<file path="src/skit_pkg.sv">
// ----------------------------------------------------------------------------
// skit_pkg
// Types, widths and codes shared by the sorted keyed insert table.
// ----------------------------------------------------------------------------
`default_nettype none

package skit_pkg;

  // Table size and derived widths
  localparam int DEPTH   = 8;
  localparam int IDX_W   = (DEPTH > 1) ? $clog2(DEPTH) : 1;
  localparam int CNT_W   = $clog2(DEPTH + 1);

  // Field widths
  localparam int MODE_W   = 2;
  localparam int KEY_W    = 24;
  localparam int CAT_W    = 2;
  localparam int INIDX_W  = 3;
  localparam int STATUS_W = 3;
  localparam int POS_W    = 3;
  localparam int TALLY_W  = 4;

  // Widths large enough for both the internal and the port view
  localparam int POS_EXT_W   = (IDX_W > POS_W) ? IDX_W : POS_W;
  localparam int TALLY_EXT_W = (CNT_W > TALLY_W) ? CNT_W : TALLY_W;
  localparam int RD_W        = (CNT_W > INIDX_W) ? CNT_W : INIDX_W;

  // Stream data widths, rounded up to whole bytes
  localparam int IN_BITS      = MODE_W + KEY_W + CAT_W + INIDX_W;
  localparam int IN_TDATA_W   = ((IN_BITS + 7) / 8) * 8;
  localparam int OUT_BITS     = STATUS_W + POS_W + KEY_W + CAT_W + TALLY_W;
  localparam int OUT_TDATA_W  = ((OUT_BITS + 7) / 8) * 8;

  typedef enum logic [MODE_W-1:0] {
    MODE_INSERT = 2'd0,
    MODE_LOOKUP = 2'd1,
    MODE_READ   = 2'd2,
    MODE_COUNT  = 2'd3
  } mode_t;

  typedef enum logic [STATUS_W-1:0] {
    ST_INSERTED  = 3'd0,
    ST_DUPLICATE = 3'd1,
    ST_FULL      = 3'd2,
    ST_FOUND     = 3'd3,
    ST_NOT_FOUND = 3'd4,
    ST_BAD_INDEX = 3'd5
  } status_t;

  // Broadcast from the top level to every cell
  typedef struct packed {
    logic [KEY_W-1:0] key;
    logic [CAT_W-1:0] cat;
    logic             ins_en;
  } cell_req_t;

  // Compare flags returned by each cell
  typedef struct packed {
    logic eq;
    logic lt;
    logic cat_eq;
  } cell_stat_t;

  typedef struct packed {
    status_t            status;
    logic [POS_W-1:0]   position;
    logic [KEY_W-1:0]   key;
    logic [CAT_W-1:0]   cat;
    logic [TALLY_W-1:0] tally;
  } result_t;

endpackage

`default_nettype wire

</file>
<file path="src/skit_cell.sv">
// ----------------------------------------------------------------------------
// skit_cell
// One table slot: holds a record, compares it with the request key and
// category, and on insert either holds, takes the new record, or takes its
// left neighbor's record.
// ----------------------------------------------------------------------------
`default_nettype none

module skit_cell (
  input  wire                      clk,
  input  wire skit_pkg::cell_req_t req,
  input  wire                      valid,
  input  wire                      left_lt,
  input  wire [skit_pkg::KEY_W-1:0] left_key,
  input  wire [skit_pkg::CAT_W-1:0] left_cat,
  output logic [skit_pkg::KEY_W-1:0] key_o,
  output logic [skit_pkg::CAT_W-1:0] cat_o,
  output skit_pkg::cell_stat_t     stat
);
  import skit_pkg::*;

  logic [KEY_W-1:0] key_r;
  logic [CAT_W-1:0] cat_r;

  // Compares against the broadcast request
  always_comb begin
    stat.eq     = valid && (key_r == req.key);
    stat.lt     = valid && (key_r < req.key);
    stat.cat_eq = valid && (cat_r == req.cat);
  end

  // Insert: smaller keys stay, the first larger or empty slot takes the new record,
  // the rest move up one place
  always_ff @(posedge clk) begin
    if (req.ins_en && !stat.lt) begin
      if (left_lt) begin
        key_r <= req.key;
        cat_r <= req.cat;
      end else begin
        key_r <= left_key;
        cat_r <= left_cat;
      end
    end
  end

  assign key_o = key_r;
  assign cat_o = cat_r;

endmodule

`default_nettype wire

</file>
<file path="src/sorted_keyed_insert_table.sv">
// ----------------------------------------------------------------------------
// sorted_keyed_insert_table
// Table of up to DEPTH records in ascending key order, built as a row of
// slot cells that compare in parallel and shift up on insert.
// ----------------------------------------------------------------------------
// Usage:
//   Requests enter on in_tvalid/in_tready with in_tdata = {index, category,
//   key, mode}; each gives exactly one result on out_tvalid/out_tready with
//   out_tdata = {tally, category_out, key_out, position, status}.
//   Modes: insert, lookup by key, read by index, count by category.
// Timing: a request is registered on acceptance; the cells compare and the
//   result is registered in the output register once it is free, which
//   raises out_tvalid.
// Flow: one request is held at a time, so a new request is not taken
//   until the last one is through the cell row; in_tready is low while a
//   request is held and being evaluated in the cell row.
// Stall: a result waits in the output register while out_tready is low;
//   the next request may still be accepted, but it is not evaluated (and
//   the table does not change) until the output register frees up.
// Reset: rst_n (synchronous, active low) empties the table (fill count to
//   zero) and drops any held request and result. Slot contents are not
//   cleared; slots above the fill count are never reported.
// ----------------------------------------------------------------------------
`default_nettype none

module sorted_keyed_insert_table (
  input  wire                             clk,
  input  wire                             rst_n,
  input  wire                             in_tvalid,
  output logic                            in_tready,
  // in_tdata, low bit up: mode[2], key[24], category[2], index[3], zero fill
  input  wire [skit_pkg::IN_TDATA_W-1:0]  in_tdata,
  output logic                            out_tvalid,
  input  wire                             out_tready,
  // out_tdata, low bit up: status[3], position[3], key_out[24],
  // category_out[2], tally[4], zero fill
  output logic [skit_pkg::OUT_TDATA_W-1:0] out_tdata
);
  import skit_pkg::*;

  // Request register
  logic               req_valid_r;
  mode_t              mode_r;
  logic [KEY_W-1:0]   key_r;
  logic [CAT_W-1:0]   cat_r;
  logic [INIDX_W-1:0] idx_r;

  logic [CNT_W-1:0]   fill_r;
  logic               out_valid_r;
  result_t            res_r;
  result_t            res_nxt;

  logic               in_acc;
  logic               done;
  logic               ins_commit;

  cell_req_t          creq;
  cell_stat_t         cstat    [DEPTH];
  logic [KEY_W-1:0]   cell_key [DEPTH];
  logic [CAT_W-1:0]   cell_cat [DEPTH];
  logic [DEPTH-1:0]   cell_valid;

  // Reductions over the cell row
  logic               any_eq;
  logic [IDX_W-1:0]   eq_pos;
  logic [IDX_W-1:0]   ins_pos;
  logic [KEY_W-1:0]   eq_key;
  logic [CAT_W-1:0]   eq_cat;
  logic [KEY_W-1:0]   rd_key;
  logic [CAT_W-1:0]   rd_cat;
  logic [CNT_W-1:0]   cat_cnt;
  logic               rd_ok;
  logic               full;

  logic [RD_W-1:0]        idx_ext;
  logic [RD_W-1:0]        fill_rd;
  logic [POS_EXT_W-1:0]   eq_pos_ext;
  logic [POS_EXT_W-1:0]   ins_pos_ext;
  logic [TALLY_EXT_W-1:0] fill_ext;
  logic [TALLY_EXT_W-1:0] fill_inc_ext;
  logic [TALLY_EXT_W-1:0] cnt_ext;

  // Handshakes
  assign in_tready = !req_valid_r;
  assign in_acc    = in_tvalid && in_tready;
  assign done      = req_valid_r && (!out_valid_r || out_tready);
  assign full      = (fill_r == CNT_W'(DEPTH));

  always_ff @(posedge clk) begin
    if (!rst_n) begin
      req_valid_r <= 1'b0;
    end else if (in_acc) begin
      req_valid_r <= 1'b1;
    end else if (done) begin
      req_valid_r <= 1'b0;
    end
  end

  always_ff @(posedge clk) begin
    if (in_acc) begin
      mode_r <= mode_t'(in_tdata[MODE_W-1:0]);
      key_r  <= in_tdata[MODE_W +: KEY_W];
      cat_r  <= in_tdata[MODE_W+KEY_W +: CAT_W];
      idx_r  <= in_tdata[MODE_W+KEY_W+CAT_W +: INIDX_W];
    end
  end

  // Cell row
  assign ins_commit  = done && (mode_r == MODE_INSERT) && !any_eq && !full;
  assign creq.key    = key_r;
  assign creq.cat    = cat_r;
  assign creq.ins_en = ins_commit;

  for (genvar g = 0; g < DEPTH; g++) begin : g_cell
    logic             left_lt;
    logic [KEY_W-1:0] left_key;
    logic [CAT_W-1:0] left_cat;

    assign cell_valid[g] = (CNT_W'(g) < fill_r);

    if (g == 0) begin : g_head
      assign left_lt  = 1'b1;
      assign left_key = '0;
      assign left_cat = '0;
    end else begin : g_body
      assign left_lt  = cstat[g-1].lt;
      assign left_key = cell_key[g-1];
      assign left_cat = cell_cat[g-1];
    end

    skit_cell u_cell (
      .clk      (clk),
      .req      (creq),
      .valid    (cell_valid[g]),
      .left_lt  (left_lt),
      .left_key (left_key),
      .left_cat (left_cat),
      .key_o    (cell_key[g]),
      .cat_o    (cell_cat[g]),
      .stat     (cstat[g])
    );
  end

  // Read index check
  assign idx_ext = RD_W'(idx_r);
  assign fill_rd = RD_W'(fill_r);
  assign rd_ok   = (idx_ext < fill_rd);

  // First match, insert slot, read select and category count
  always_comb begin
    any_eq  = 1'b0;
    eq_pos  = '0;
    ins_pos = '0;
    eq_key  = '0;
    eq_cat  = '0;
    rd_key  = '0;
    rd_cat  = '0;
    cat_cnt = '0;
    for (int i = DEPTH - 1; i >= 0; i--) begin
      if (cstat[i].eq) begin
        any_eq = 1'b1;
        eq_pos = IDX_W'(i);
        eq_key = cell_key[i];
        eq_cat = cell_cat[i];
      end
      if (!cstat[i].lt) begin
        ins_pos = IDX_W'(i);
      end
    end
    for (int i = 0; i < DEPTH; i++) begin
      if (RD_W'(i) == idx_ext) begin
        rd_key = cell_key[i];
        rd_cat = cell_cat[i];
      end
      cat_cnt = cat_cnt + CNT_W'(cstat[i].cat_eq);
    end
  end

  assign eq_pos_ext   = POS_EXT_W'(eq_pos);
  assign ins_pos_ext  = POS_EXT_W'(ins_pos);
  assign fill_ext     = TALLY_EXT_W'(fill_r);
  assign fill_inc_ext = TALLY_EXT_W'(fill_r) + TALLY_EXT_W'(1);
  assign cnt_ext      = TALLY_EXT_W'(cat_cnt);

  // Result selection
  always_comb begin
    res_nxt.status   = ST_NOT_FOUND;
    res_nxt.position = '0;
    res_nxt.key      = '0;
    res_nxt.cat      = '0;
    res_nxt.tally    = fill_ext[TALLY_W-1:0];
    unique case (mode_r)
      MODE_INSERT: begin
        if (any_eq) begin
          res_nxt.status   = ST_DUPLICATE;
          res_nxt.position = eq_pos_ext[POS_W-1:0];
          res_nxt.key      = eq_key;
          res_nxt.cat      = eq_cat;
        end else if (full) begin
          res_nxt.status   = ST_FULL;
        end else begin
          res_nxt.status   = ST_INSERTED;
          res_nxt.position = ins_pos_ext[POS_W-1:0];
          res_nxt.key      = key_r;
          res_nxt.cat      = cat_r;
          res_nxt.tally    = fill_inc_ext[TALLY_W-1:0];
        end
      end
      MODE_LOOKUP: begin
        if (any_eq) begin
          res_nxt.status   = ST_FOUND;
          res_nxt.position = eq_pos_ext[POS_W-1:0];
          res_nxt.key      = eq_key;
          res_nxt.cat      = eq_cat;
        end
      end
      MODE_READ: begin
        if (rd_ok) begin
          res_nxt.status   = ST_FOUND;
          res_nxt.position = idx_r;
          res_nxt.key      = rd_key;
          res_nxt.cat      = rd_cat;
        end else begin
          res_nxt.status   = ST_BAD_INDEX;
        end
      end
      MODE_COUNT: begin
        res_nxt.status = (cat_cnt != '0) ? ST_FOUND : ST_NOT_FOUND;
        res_nxt.tally  = cnt_ext[TALLY_W-1:0];
      end
      default: begin
        res_nxt.status = ST_NOT_FOUND;
      end
    endcase
  end

  // Fill count
  always_ff @(posedge clk) begin
    if (!rst_n) begin
      fill_r <= '0;
    end else if (ins_commit) begin
      fill_r <= fill_r + CNT_W'(1);
    end
  end

  // Output register
  always_ff @(posedge clk) begin
    if (!rst_n) begin
      out_valid_r <= 1'b0;
    end else if (done) begin
      out_valid_r <= 1'b1;
    end else if (out_tready) begin
      out_valid_r <= 1'b0;
    end
  end

  always_ff @(posedge clk) begin
    if (done) begin
      res_r <= res_nxt;
    end
  end

  assign out_tvalid = out_valid_r;
  assign out_tdata  = OUT_TDATA_W'({res_r.tally, res_r.cat, res_r.key,
                                    res_r.position, res_r.status});

endmodule

`default_nettype wire

</file>
<file path="config.mk">
export PLATFORM = sky130hd
export DESIGN_NAME = sorted_keyed_insert_table
export DESIGN_NICKNAME = d
export VERILOG_FILES = /design/src/skit_pkg.sv /design/src/skit_cell.sv /design/src/sorted_keyed_insert_table.sv
export SDC_FILE = /design/constraint.sdc
export NUM_CORES = 1
export LEC_CHECK = 0
export ABC_AREA = 1
export BUFFER_PORTS_ARGS = -buffer_cell sky130_fd_sc_hd__buf_2
export CAP_MARGIN = 20
export CORE_UTILIZATION = 35
export DETAILED_ROUTE_END_ITERATION = 12
export PLACE_DENSITY_LB_ADDON = 0.12
export SLEW_MARGIN = 5
export SYNTH_ARGS = -nofsm -noshare
export SYNTH_HDL_FRONTEND = slang
export SYNTH_SLANG_ARGS = --single-unit
</file>
<file path="constraint.sdc">
create_clock -name clk -period 4.4 [get_ports clk]
set_input_delay 0.66 -clock clk [delete_from_list [all_inputs] [get_ports clk]]
set_output_delay 0.66 -clock clk [all_outputs]
set_load 0.02 [all_outputs]
</file>
==> metrics.md <==
| Metric | Value |
|---|---|
| Die span in y | `244 um` |
| Synthesized area | `0.0205 sq mm` |
| CTS buffer count | `38` |
| Area Growth Syn to Fin | `15.2%` |
| Clock root cell | `clkbuf_16` |
| Final worst-path cycle share | `98.3%` |
| WHS Endpoint | `key_r[6]` |
| Ys async rst share | `0%` |
| Post-DR wirelength/cell | `22.9 um` |
| Worst path max stage delay | `550 ps` |
| Post-synthesis area per instance | `8.22 sq um` |
| Design Area, Final | `0.0236 sq mm` |
| Synthesis Warnings | `0` |
| Worst VDD drop | `249 uV` |
| Skew-Pair Late Insertion Delay | `580 ps` |
| DR DRC count | `0` |
| Buffers inserted by post-CTS timing repair | `0` |
| # clock sinks | `281` |
| Reg2reg start | `fill_ext[0]` |
| Flop and latch count out of synthesis | `281` |
| F_max | `231 MHz` |
| Layout cell share with drive strength beyond 1 | `12.3%` |
| Status | `complete, no violations` |
| Num rows | `88` |
| CP max FO | `4` |
| Crit end category | `flip-flop` |
| Worst-margin pin slew | `978 ps` |
| First-pass GRT wire length | `114,000 um` |
| # nets final | `2,865` |
| Synth area leader | `edfxtp_1` |
| Register area share after synthesis | `40.8%` |
| Final WL | `78,200 um` |
| Main synth FF type | `edfxtp_1` |
| CTS tree | `yes` |
| Initial antenna violation count | `0` |
| Via count | `18,755` |
| H-Tree Depth | `2` |
| Post-synth top area share | `40.2%` |
| Worst Hold Depth | `1` |
| Die extent in x | `244 um` |
| CP required | `4730 ps` |
| Post-synth EDFFs | `275` |
| R2R depth | `16` |
| Die area | `0.0596 sq mm` |
| Setup_tns | `0 ps` |
| DR vias/cell | `5.49` |
| Fin crit period | `4320 ps` |
| Worst Path Arrival | `4650 ps` |
| CP Class | `reg -> reg` |
| Hold wc startpoint | `in_tdata[8]` |
| Port bufs | `72` |
| Gate count of the mapped netlist | `2,497` |
| Hold Vio Cnt, Final | `0` |
| FF-to-FF setup slack | `80 ps` |
| GRT Overall Usage | `26.0%` |
| DPL Wire Length | `60,800 um` |
| Pwr Density | `314 mW/mm^2` |
| Total gr overflow | `0` |
| Drt pass-1 iters | `6` |
| Reg-to-reg endpoint | `out_tdata[1]` |
| Worst Skew | `19.3 ps` |
| Vias in the first global route | `17,304` |
| Leakage power total | `10.3 nW` |
| Worst slew margin | `34.7%` |
| Clock slew at reported path FFs | `60 ps` |
| Critical Path Start Type | `flip-flop` |
| Post-route ant nets | `0` |
| Initial DRC Count | `2,018` |
| Area contributors post-synth | `edfxtp_1 40%, ha_1 12%, nand2_1 12%` |
| RSZ-0062 raised after global routing | `no` |
| IO Pins | `78` |
| Final setup violating endpoints | `0` |
| Worst path slowest cell | `fa_1` |
| Cell variety after synth | `61` |
| Fill cell count | `5,864` |
| Deepest clock path buffer count | `3` |
| Worst-path cell chain | `ha_1, nand2_1, nand2_1, and3_1, fa_1, fa_1, fa_1, ha_1, inv_1, fa_1, inv_1, nor3_1, nand2_1, nand2_1, nand3_1, a22o_1` |
| Hold Crit Class | `in -> reg` |
| Hold-fix buffers, CTS | `0` |
| Placed Area | `0.0224 sq mm` |
| Max-cap violation count | `0` |
| Gpl congestion | `0.954` |
| CTS resizes | `0` |
| Largest net degree at the start of global routing | `53` |
| Initial Utilization | `35.5%` |
| Pins over their slew limit | `0` |
| Core area | `0.0578 sq mm` |
where the power goes:
group          internal [W]  switching [W]  total [W]
clock network       0.00182        0.00129    0.00312
registers           0.00307      0.0000814    0.00315
logic              0.000370       0.000790    0.00116
total               0.00526        0.00217    0.00742
through the flow:
step	hold WS (ps)	setup WS, ps	power, W	util [%]	instances
after floorplan	424	213	0.00387	-	2500
after global placement	479	25.3	0.00432	38.8	3346
after detailed placement	477	25.5	0.00435	38.8	3346
after CTS	228	22.2	0.00747	40.9	3415
after global routing	248	11.3	0.00770	40.9	3415
final	250	75.7	0.00742	40.9	3416
layer usage:
layer	part of all wire, %	up-vias	global-route usage, %
met2	42	812	37.8
met3	8.0	91	3.47
met1	48	8906	39.7
met4	2.3	0	7.15
met5	0	-	0
li1	-	8946	-
critical path: cells and delay by family (launching register included):
kind            cells  cell delay, ps
compound gates      1             200
simple gates        7             910
flops               1             340
fa+ha+maj           6            2490
buf+inv             2             130
Yosys cell counts, types with 14 or more instances:
cell type / instances
nand2_1: 640
o21ai_0: 360
edfxtp_1: 275
inv_1: 228
ha_1: 204
a21oi_1: 193
nor2_1: 107
nand3_1: 85
clkbuf_1: 79
o211ai_1: 67
nand4_1: 27
buf_2: 17
nor3_1: 16
o21ai_1: 15
a21oi_2: 14
state kept, by name, indices dropped and copies added (netlist names):
signal and cells:
cat_r 2, fill_ext 4, g_cell.u_cell.cat_o 16, g_cell.u_cell.key_o 192, idx_r 3, key_r 24
mode_r 2, out_tdata 36, out_tvalid 1, req_valid_r 1
logic make-up after synthesis:
kind of cell,Yosys count,synth area share (%)
other cells,1,0.0183
xor+xnor,15,0.640
fa+ha+maj,208,12.8
compound gates,715,19.4
simple gates,921,19.2
buf+inv,356,7.05
flops,281,40.8
cell usage in the layout (no fill, tap or decap), drive strengths merged, types with 67 or more instances in the layout:
cell | synthesis | final
o21ai | 375 | 375
edfxtp | 275 | 275
nand2 | 653 | 653
inv | 236 | 238
ha | 204 | 204
nor2 | 118 | 118
buf | 34 | 194
nand3 | 89 | 89
o211ai | 67 | 67
a21oi | 208 | 208
area by class of cell:
cell class	instances	area, sq um	area share [%]
diodes	1	2.50	0.0106
well taps	765	957	4.05
clock inverters	18	176	0.746
clock buffers	51	1030	4.36
multi-input cells	1863	10800	45.6
flip-flops and latches	281	8380	35.5
repair buffers	194	1400	5.93
inverters	243	920	3.89
worst max-delay path by stage:
stage | to | start | slack (ps) | cells after the start
finish | out_tdata[1] | fill_ext[0] | 80 | 16
global route | out_tdata[1] | fill_ext[0] | 10 | 17
CTS | out_tdata[1] | fill_ext[0] | 20 | 17
detailed placement | out_tdata[1] | fill_ext[0] | 30 | 17
global placement | out_tdata[1] | fill_ext[0] | 30 | 17
floorplan | out_tdata[1] | fill_ext[1] | 210 | 17
Note: power is estimated with default switching activity, not from simulation.
